**config.mk**
```make
export PLATFORM = sky130hd
export DESIGN_NAME = ntfs_record_fixup_check_core
export DESIGN_NICKNAME = d
export VERILOG_FILES = /design/src/sv/ntfs_fix_pkg.sv /design/src/sv/ntfs_fix_entry_store.sv /design/src/sv/ntfs_fix_engine.sv /design/src/sv/ntfs_record_fixup_check_core.sv
export SDC_FILE = /design/constraint.sdc
export NUM_CORES = 2
export LEC_CHECK = 0
export ABC_AREA = 0
export BUFFER_PORTS_ARGS = -buffer_cell sky130_fd_sc_hd__buf_2
export CAP_MARGIN = 5
export CORE_MARGIN = 2
export CORE_UTILIZATION = 40
export CTS_CLUSTER_SIZE = 16
export DETAILED_ROUTE_END_ITERATION = 10
export PLACE_DENSITY = 0.61
export SYNTH_ARGS = -nofsm -noshare
export SYNTH_HDL_FRONTEND = slang
export SYNTH_HIERARCHICAL = 1
export SYNTH_SLANG_ARGS = --single-unit
```
**constraint.sdc**
```tcl
create_clock -name clk -period 20.6 [get_ports clk]
set_clock_uncertainty 0.05 [all_clocks]
set_input_delay 4.12 -clock clk [delete_from_list [all_inputs] [get_ports clk]]
set_output_delay 4.12 -clock clk [all_outputs]
set_load 0.01 [all_outputs]
```
**src/sv/ntfs_fix_pkg.sv**
```systemverilog
// Shared types, constants and helpers for the NTFS record fixup checker.
// No dependencies; imported by every module of the block.
`default_nettype none

package ntfs_fix_pkg;

  localparam int MAX_ARRAY_ENTRIES = 16;
  localparam int ENTRY_IDX_W       = $clog2(MAX_ARRAY_ENTRIES);
  localparam int ENTRY_CNT_W       = $clog2(MAX_ARRAY_ENTRIES + 1);
  localparam int MAX_RECORD_BYTES  = 4096;
  localparam int POS_W             = 12;
  localparam int CFG_W             = 13;
  localparam int SIZE_MIN          = 256;
  localparam int SECTOR_MAX        = 4096;

  localparam logic [CFG_W-1:0] SECTOR_SIZE_RESET = 13'd512;
  localparam logic [CFG_W-1:0] RECORD_SIZE_RESET = 13'd1024;

  localparam logic REG_SECTOR_SIZE = 1'b0;
  localparam logic REG_RECORD_SIZE = 1'b1;

  localparam logic [7:0] IN_USE_FLAG = 8'h01;

  typedef enum logic [2:0] {
    ST_OK         = 3'd0,
    ST_FIXUP      = 3'd1,
    ST_SIGNATURE  = 3'd2,
    ST_NOT_IN_USE = 3'd3,
    ST_NUMBER     = 3'd4,
    ST_LAYOUT     = 3'd5
  } status_t;

  typedef struct packed {
    logic [7:0]  data_byte;
    logic [47:0] expected_record;
  } req_t;

  typedef struct packed {
    logic [7:0] out_byte;
    logic       end_of_record;
    status_t    status;
  } rsp_t;

  typedef struct packed {
    logic                   en;
    logic [ENTRY_IDX_W-1:0] addr;
    logic                   high;
    logic [7:0]             wdata;
  } entry_wr_t;

  function automatic logic [7:0] file_magic(input logic [1:0] idx);
    logic [7:0] m;
    unique case (idx)
      2'd0: m = 8'h46;
      2'd1: m = 8'h49;
      2'd2: m = 8'h4C;
      2'd3: m = 8'h45;
      default: m = 8'h46;
    endcase
    return m;
  endfunction

  function automatic logic [CFG_W-1:0] clamp_size(input logic [CFG_W-1:0] v,
                                                  input logic [CFG_W-1:0] hi);
    logic [CFG_W-1:0] r;
    if (v < CFG_W'(SIZE_MIN)) begin
      r = CFG_W'(SIZE_MIN);
    end else if (v > hi) begin
      r = hi;
    end else begin
      r = v;
    end
    return r;
  endfunction

endpackage

`default_nettype wire

```
**src/sv/ntfs_fix_entry_store.sv**
```systemverilog
// Update sequence array entry store: byte-wide writes, one indexed read port.
// Depends on ntfs_fix_pkg for the entry count and write port struct.
`default_nettype none

module ntfs_fix_entry_store
  import ntfs_fix_pkg::*;
(
  input  wire logic                   clk,
  input  wire entry_wr_t              wr,
  input  wire logic [ENTRY_IDX_W-1:0] rd_addr,
  output logic [15:0]                 rd_data,
  output logic [7:0]                  entry0_low
);

  logic [15:0] entries [MAX_ARRAY_ENTRIES];

  always_ff @(posedge clk) begin
    if (wr.en) begin
      if (wr.high) begin
        entries[wr.addr][15:8] <= wr.wdata;
      end else begin
        entries[wr.addr][7:0] <= wr.wdata;
      end
    end
  end

  assign rd_data    = entries[rd_addr];
  assign entry0_low = entries[0][7:0];

endmodule

`default_nettype wire

```
**src/sv/ntfs_fix_engine.sv**
```systemverilog
// Per-byte record engine: header capture, fixup check and substitution, status.
// Depends on ntfs_fix_pkg and ntfs_fix_entry_store.
`default_nettype none

module ntfs_fix_engine
  import ntfs_fix_pkg::*;
(
  input  wire logic             clk,
  input  wire logic             rst,
  input  wire logic             step,
  input  wire req_t             req,
  input  wire logic [CFG_W-1:0] sector_size,
  input  wire logic [CFG_W-1:0] record_size,
  output rsp_t                  rsp
);

  logic [POS_W-1:0]       byte_position, byte_position_next;
  logic [POS_W-1:0]       sector_offset, sector_offset_next;
  logic [4:0]             sector_index, sector_index_next;
  logic [15:0]            array_offset, array_offset_next;
  logic [15:0]            array_count, array_count_next;
  logic [15:0]            sequence_number, sequence_number_next;
  logic [ENTRY_CNT_W-1:0] entries_received, entries_received_next;
  logic [47:0]            held_expected, held_expected_next;
  logic [31:0]            found_number, found_number_next;
  logic                   signature_good, signature_good_next;
  logic                   in_use_bit, in_use_bit_next;
  logic                   fixup_failed, fixup_failed_next;
  logic                   layout_failed, layout_failed_next;

  entry_wr_t              ent_wr;
  logic [ENTRY_IDX_W-1:0] ent_rd_addr;
  logic [15:0]            ent_rd_data;
  logic [7:0]             entry0_low;

  logic             first;
  logic [CFG_W-1:0] ss, rs;
  logic [POS_W-1:0] ss_m1, ss_m2, rs_m1, pos, so, d;
  logic [5:0]       chk_idx;
  logic             high, last, want_match;
  logic [7:0]       b, want;
  logic [10:0]      k;
  logic [28:0]      span;

  ntfs_fix_entry_store u_store (
    .clk        (clk),
    .wr         (ent_wr),
    .rd_addr    (ent_rd_addr),
    .rd_data    (ent_rd_data),
    .entry0_low (entry0_low)
  );

  always_comb begin
    ss    = clamp_size(sector_size, CFG_W'(SECTOR_MAX));
    rs    = clamp_size(record_size, CFG_W'(MAX_RECORD_BYTES));
    ss_m1 = POS_W'(ss - CFG_W'(1));
    ss_m2 = POS_W'(ss - CFG_W'(2));
    rs_m1 = POS_W'(rs - CFG_W'(1));
    b     = req.data_byte;
    pos   = byte_position;
    first = (byte_position == '0);

    so                    = first ? '0 : sector_offset;
    sector_index_next     = first ? '0 : sector_index;
    entries_received_next = first ? '0 : entries_received;
    sequence_number_next  = first ? '0 : sequence_number;
    found_number_next     = first ? '0 : found_number;
    signature_good_next   = first ? 1'b1 : signature_good;
    in_use_bit_next       = first ? 1'b0 : in_use_bit;
    fixup_failed_next     = first ? 1'b0 : fixup_failed;
    layout_failed_next    = first ? 1'b0 : layout_failed;
    held_expected_next    = first ? req.expected_record : held_expected;
    array_offset_next     = array_offset;
    array_count_next      = array_count;

    rsp.out_byte      = b;
    rsp.end_of_record = 1'b0;
    rsp.status        = ST_OK;

    // check point on the last two bytes of a sector
    chk_idx     = {1'b0, sector_index_next} + 6'd1;
    high        = (so == ss_m1);
    ent_rd_addr = chk_idx[ENTRY_IDX_W-1:0];
    want        = high ? sequence_number_next[15:8] : sequence_number_next[7:0];
    want_match  = (b == want);
    if ((so == ss_m2 || high) && (16'(chk_idx) < array_count)) begin
      if (6'(entries_received_next) > chk_idx) begin
        if (!want_match) begin
          fixup_failed_next = 1'b1;
        end
        rsp.out_byte = high ? ent_rd_data[15:8] : ent_rd_data[7:0];
      end else begin
        layout_failed_next = 1'b1;
      end
    end

    // header fields
    if (pos < POS_W'(4) && b != file_magic(pos[1:0])) begin
      signature_good_next = 1'b0;
    end
    if (pos == POS_W'(4)) array_offset_next = {8'h00, b};
    if (pos == POS_W'(5)) array_offset_next = {b, array_offset[7:0]};
    if (pos == POS_W'(6)) array_count_next  = {8'h00, b};
    if (pos == POS_W'(7)) array_count_next  = {b, array_count[7:0]};
    if (pos == POS_W'(22)) in_use_bit_next  = |(b & IN_USE_FLAG);
    if (pos == POS_W'(44)) found_number_next[7:0]   = b;
    if (pos == POS_W'(45)) found_number_next[15:8]  = b;
    if (pos == POS_W'(46)) found_number_next[23:16] = b;
    if (pos == POS_W'(47)) found_number_next[31:24] = b;

    // array capture
    d            = pos - array_offset[POS_W-1:0];
    k            = d[POS_W-1:1];
    ent_wr.en    = 1'b0;
    ent_wr.addr  = k[ENTRY_IDX_W-1:0];
    ent_wr.high  = d[0];
    ent_wr.wdata = b;
    if (pos >= POS_W'(8) && 16'(pos) >= array_offset &&
        16'(k) < array_count && k < 11'(MAX_ARRAY_ENTRIES)) begin
      ent_wr.en = 1'b1;
      if (d[0] && pos >= POS_W'(9) && k == 11'(entries_received_next)) begin
        entries_received_next = ENTRY_CNT_W'(k) + ENTRY_CNT_W'(1);
        if (k == '0) begin
          sequence_number_next = {b, entry0_low};
        end
      end
    end

    // sector counters
    if (so >= ss_m1) begin
      sector_offset_next = '0;
      if (sector_index_next != 5'd31) begin
        sector_index_next = sector_index_next + 5'd1;
      end
    end else begin
      sector_offset_next = so + POS_W'(1);
    end

    // record end
    span = 29'(array_count - 16'd1) * 29'(ss);
    last = (pos >= rs_m1);
    if (last) begin
      if (array_count > 16'd1 && span > 29'(rs)) begin
        layout_failed_next = 1'b1;
      end
      rsp.end_of_record = 1'b1;
      priority if (layout_failed_next) begin
        rsp.status = ST_LAYOUT;
      end else if (fixup_failed_next) begin
        rsp.status = ST_FIXUP;
      end else if (!signature_good_next) begin
        rsp.status = ST_SIGNATURE;
      end else if (!in_use_bit_next) begin
        rsp.status = ST_NOT_IN_USE;
      end else if (held_expected_next[47:32] != '0 ||
                   held_expected_next[31:0] != found_number_next) begin
        rsp.status = ST_NUMBER;
      end else begin
        rsp.status = ST_OK;
      end
      byte_position_next = '0;
    end else begin
      byte_position_next = pos + POS_W'(1);
    end
    ent_wr.en = ent_wr.en & step;
  end

  always_ff @(posedge clk) begin
    if (rst) begin
      byte_position    <= '0;
      sector_offset    <= '0;
      sector_index     <= '0;
      array_offset     <= '0;
      array_count      <= '0;
      sequence_number  <= '0;
      entries_received <= '0;
      held_expected    <= '0;
      found_number     <= '0;
      signature_good   <= 1'b1;
      in_use_bit       <= 1'b0;
      fixup_failed     <= 1'b0;
      layout_failed    <= 1'b0;
    end else if (step) begin
      byte_position    <= byte_position_next;
      sector_offset    <= sector_offset_next;
      sector_index     <= sector_index_next;
      array_offset     <= array_offset_next;
      array_count      <= array_count_next;
      sequence_number  <= sequence_number_next;
      entries_received <= entries_received_next;
      held_expected    <= held_expected_next;
      found_number     <= found_number_next;
      signature_good   <= signature_good_next;
      in_use_bit       <= in_use_bit_next;
      fixup_failed     <= fixup_failed_next;
      layout_failed    <= layout_failed_next;
    end
  end

endmodule

`default_nettype wire

```
**src/sv/ntfs_record_fixup_check_core.sv**
```systemverilog
// A byte request is accepted into the input register; the record engine step
// writes its result into the result register. Throughput: one byte per cycle
// while the result register is empty or read; the engine step sets that rate.
// Reset clears both register stages, the record counters and flags, and loads
// sector size 512 and record size 1024. Depends on ntfs_fix_pkg, ntfs_fix_engine.
`default_nettype none

module ntfs_record_fixup_check_core
  import ntfs_fix_pkg::*;
(
  input  wire logic             clk,
  input  wire logic             rst,
  input  wire logic             req_valid,
  output logic                  req_ready,
  input  wire req_t             req_data,
  output logic                  rsp_valid,
  input  wire logic             rsp_ready,
  output rsp_t                  rsp_data,
  input  wire logic             cfg_we,
  input  wire logic             cfg_index,
  input  wire logic [CFG_W-1:0] cfg_data
);

  logic             s1_valid;
  req_t             s1_req;
  logic             advance;
  rsp_t             step_rsp;
  logic [CFG_W-1:0] sector_size, record_size;

  assign advance   = s1_valid && (!rsp_valid || rsp_ready);
  assign req_ready = !s1_valid || advance;

  always_ff @(posedge clk) begin
    if (rst) begin
      sector_size <= SECTOR_SIZE_RESET;
      record_size <= RECORD_SIZE_RESET;
    end else if (cfg_we) begin
      if (cfg_index == REG_SECTOR_SIZE) begin
        sector_size <= cfg_data;
      end else if (cfg_index == REG_RECORD_SIZE) begin
        record_size <= cfg_data;
      end
    end
  end

  always_ff @(posedge clk) begin
    if (rst) begin
      s1_valid  <= 1'b0;
      rsp_valid <= 1'b0;
    end else begin
      if (req_ready) begin
        s1_valid <= req_valid;
      end
      if (advance) begin
        rsp_valid <= 1'b1;
      end else if (rsp_ready) begin
        rsp_valid <= 1'b0;
      end
    end
  end

  always_ff @(posedge clk) begin
    if (req_valid && req_ready) begin
      s1_req <= req_data;
    end
    if (advance) begin
      rsp_data <= step_rsp;
    end
  end

  ntfs_fix_engine u_engine (
    .clk         (clk),
    .rst         (rst),
    .step        (advance),
    .req         (s1_req),
    .sector_size (sector_size),
    .record_size (record_size),
    .rsp         (step_rsp)
  );

  a_status_only_at_end: assert property (@(posedge clk) disable iff (rst)
    rsp_valid && !rsp_data.end_of_record |-> rsp_data.status == ST_OK)
    else $error("status set on a byte that is not the record end");

  a_status_range: assert property (@(posedge clk) disable iff (rst)
    rsp_valid |-> rsp_data.status <= ST_LAYOUT)
    else $error("status code out of range");

  a_reset_empty: assert property (@(posedge clk)
    rst |=> !rsp_valid && !s1_valid)
    else $error("pipeline not empty after reset");

endmodule

`default_nettype wire
```
==> summary.txt <==
Routing
  – Wire per inst: 21.00 um
  – TritonRoute pass-1 iters: 5
  – WL final: 94600 um
  – Post-DRT Antenna Nets: 0
  – Initial DRC Count: 2571
  – Vias per inst: 5.538
  – Via count of the routed design: 24950
  – DRC Markers: 0

Cells and area
  – Layout cells sized above 1: 0.09231
  – Cell Count, Final, Fillers Out: 4505
  – Most common cell after layout, fill and taps aside: nand2_1
  – Commonest cells after routing, fill and taps aside: nand2_1, inv_1, nor2_1
  – Final nets: 3758
  – Area Overhead vs Synth: 9.683%

Pwr
  – Sequential share of power: 0.302
  – P_int: 2330 uW
  – Clock power share: 0.266
  – Switching part of the total: 0.3829
  – P_sw: 1446 uW
  – Power Dens Cells: 101.9 nW/um2
  – Leak pwr: 0.01481 uW
  – Comb pwr share: 0.433
  – Peak supply drop: 0.1012 mV

Floorplan
  – Initial core utilization: 0.4036
  – # rows: 106
  – Die Y: 294.6 um
  – Die Span X: 294.6 um
  – I/O pin count: 89
  – Core Region: 83690 um2
  – Die area: 86780 um2

Timing
  – Final setup violating endpoints: 0
  – Fin crit period: 9.520 ns
  – Setup TNS: 0 ns
  – Achievable Freq: 105.0 MHz
  – Tightest Pin Transition: 1.220 ns
  – Final period utilization: 0.4621
  – RSZ-0062 raised after global routing: false
  – Hold Vio Cnt, Final: 0
  – Rel. slew slack: 0.1806
  – Final Max Tran Viols: 0

Clocking
  – CTS tree: yes
  – Max Buffers Root-to-Sink: 3
  – Clock Latency Late Sink: 0.65 ns
  – Root Driver: clkbuf_16
  – # hold bufs at CTS: 0
  – CTS buffer count: 57
  – H-tree levels: 2
  – Post-CTS sizing: 0
  – CTS Sinks: 518
  – Post-CTS Setup Bufs: 0
  – Reg clk slew, reported paths: 0.08 ns

Worst setup path
  – Critical path type: register to register
  – Setup crit end kind: register
  – Required time of the critical path: 20.91 ns
  – Buf+Inv Stages, Crit Path: 5
  – Max stage delay on crit path: 0.75 ns
  – Max FO, Critical Path: 16
  – WP data arrival: 9.83 ns
  – Delay-heaviest family, CP: adder cells
  – CP startpoint kind: register
  – Slowest cell on the critical path: xnor2_1

Yosys
  – Primary FF master, synth: edfxtp_1
  – Number of flops mapped to enable cells by yosys: 324
  – Ys async rst share: 0
  – Yosys warns: 6
  – Netlist cell types: 84
  – Syn_area_per_cell: 10.19 um2
  – Seq/Total Area, Yosys: 0.4030
  – Cell area after synthesis: 33780 um2
  – Synth Net Count: 3751
  – #FFs+latches synth: 518
  – Post-synthesis cell count: 3316

GRT
  – Largest net degree at the start of global routing: 110
  – Vias in the first global route: 24170
  – Total global-route track usage: 0.2175
  – First-pass GRT wire length: 145300 um
  – Initial antenna violation count: 5
  – GRT overflow: 0

Job
  – Maxcap violations: 0

Placed design
  – Gp weighted congestion: 0.9353
  – Port-buffer cells: 88
  – Hpwl dp: 66440 um
  – Placed Instances: 4398

Worst hold path
  – Worst min path class: register to register

Outcome
  – Status: finished, final reports clean
cells by family after synthesis:
kind of cell	Yosys count	share of synthesized area
mux	116	0.05927
compound gates	543	0.1082
buf+inv	531	0.06308
simple gates	1117	0.1532
fa+ha+maj	360	0.1787
flops	518	0.4030
xor+xnor	131	0.03460
final timing paths:
kind	endpoint	depth (start not counted)	slack [ns]	from
setup / recovery	rsp_data[0]	31	11.08	u_engine/array_count[0]
hold / removal	rsp_valid	2	0.39	s1_valid
setup reg to reg	rsp_data[0]	31	11.08	u_engine/array_count[0]
hold reg to reg	rsp_valid	2	0.39	s1_valid
sequential cells by signal, summed over array words and instances (netlist names):
| register | flops |
|---|---|
| record_size | 13 |
| rsp_data | 12 |
| rsp_valid | 1 |
| s1_req | 56 |
| s1_valid | 1 |
| sector_size | 13 |
| u_engine/array_count | 16 |
| u_engine/array_offset | 16 |
| u_engine/byte_position | 12 |
| u_engine/entries_received | 5 |
| u_engine/fixup_failed | 1 |
| u_engine/found_number | 32 |
| u_engine/held_expected | 48 |
| u_engine/in_use_bit | 1 |
| u_engine/layout_failed | 1 |
| u_engine/sector_index | 5 |
| u_engine/sector_offset | 12 |
| u_engine/sequence_number | 16 |
| u_engine/signature_good | 1 |
| u_engine/u_store/entries | 256 |
Yosys cell counts (all sizes together) (9+ instances only):
cell type / number / area [um2]
fa: 204 / 4084
or3: 12 / 75.07
xnor2: 89 / 787.0
mux4: 64 / 1479
clkbuf: 134 / 503.0
buf: 49 / 321.6
or4: 12 / 101.3
a21oi: 147 / 735.7
nand4: 41 / 256.5
edfxtp: 324 / 9729
a21o: 19 / 142.6
o211ai: 10 / 75.07
o21a: 18 / 135.1
dfxtp: 194 / 3884
and4: 9 / 78.83
o31ai: 9 / 67.56
a22oi: 96 / 720.7
nor3: 37 / 190.2
o21ai: 87 / 435.4
nand2b: 58 / 362.9
and2: 18 / 115.1
nor2: 327 / 1227
and3: 22 / 137.6
nand3: 90 / 450.4
nand2: 401 / 1508
o32a: 14 / 140.1
ha: 156 / 1952
mux2i: 50 / 500.5
a31oi: 16 / 100.1
nor4: 42 / 324.1
o22ai: 11 / 68.82
a211oi: 10 / 75.07
nor2b: 18 / 112.6
xor2: 41 / 359.1
inv: 346 / 1299
final cells by class:
| class | instances | area [um2] |
|---|---|---|
| antenna | 2 | 5.005 |
| timing repair buffer | 131 | 769.5 |
| inverter | 348 | 1306 |
| multi-input combinational | 2267 | 18100 |
| tap | 1134 | 1419 |
| clock buffer | 73 | 1538 |
| fill | 7921 | 46640 |
| sequential | 518 | 13610 |
| clock inverter | 32 | 299.0 |
worst reg2reg max path: cells and delay by family, from the launching register on:
kind | cells | cell delay (ns)
AOI/OAI and AO/OA | 11 | 2.65
xor gates and xnor gates | 1 | 0.75
adders and majority gates | 9 | 3.66
buffers and inverters | 5 | 0.46
DFF | 1 | 0.71
and+or+nand+nor | 5 | 0.95
through the flow:
step | util | area, um2 | power [uW] | hold slack (ns) | setup WS, ns
after floorplan | - | 33780 | 2353 | 0.3815 | 12.10
after global placement | 0.4207 | 35210 | 2769 | 0.3888 | 11.25
after detailed placement | 0.4207 | 35210 | 2779 | 0.3928 | 11.11
after CTS | 0.4426 | 37040 | 3800 | 0.4012 | 11.05
after global routing | 0.4427 | 37050 | 4054 | 0.4203 | 10.39
final | 0.4427 | 37050 | 3776 | 0.3946 | 11.08
per-layer routing:
layer	GRT usage	part of all wire	vias up	routed length, um
met5	0	0.00014	-	13
met2	0.3406	0.46	910	43250
met4	0.06048	0.026	2	2451
met1	0.3147	0.45	12300	42210
li1	-	-	11620	-
met3	0.03069	0.070	119	6669
power groups by stage:
stage | clock network, uW | logic (uW) | registers (uW)
6_report | 1000 | 1630 | 1140
5_1_grt | 1070 | 1840 | 1140
4_1_cts | 1030 | 1630 | 1140
3_5_place_dp | 0 | 1620 | 1160
3_3_place_gp | 0 | 1610 | 1160
2_1_floorplan | 0 | 1200 | 1160
(Power assumes the default switching activity.)
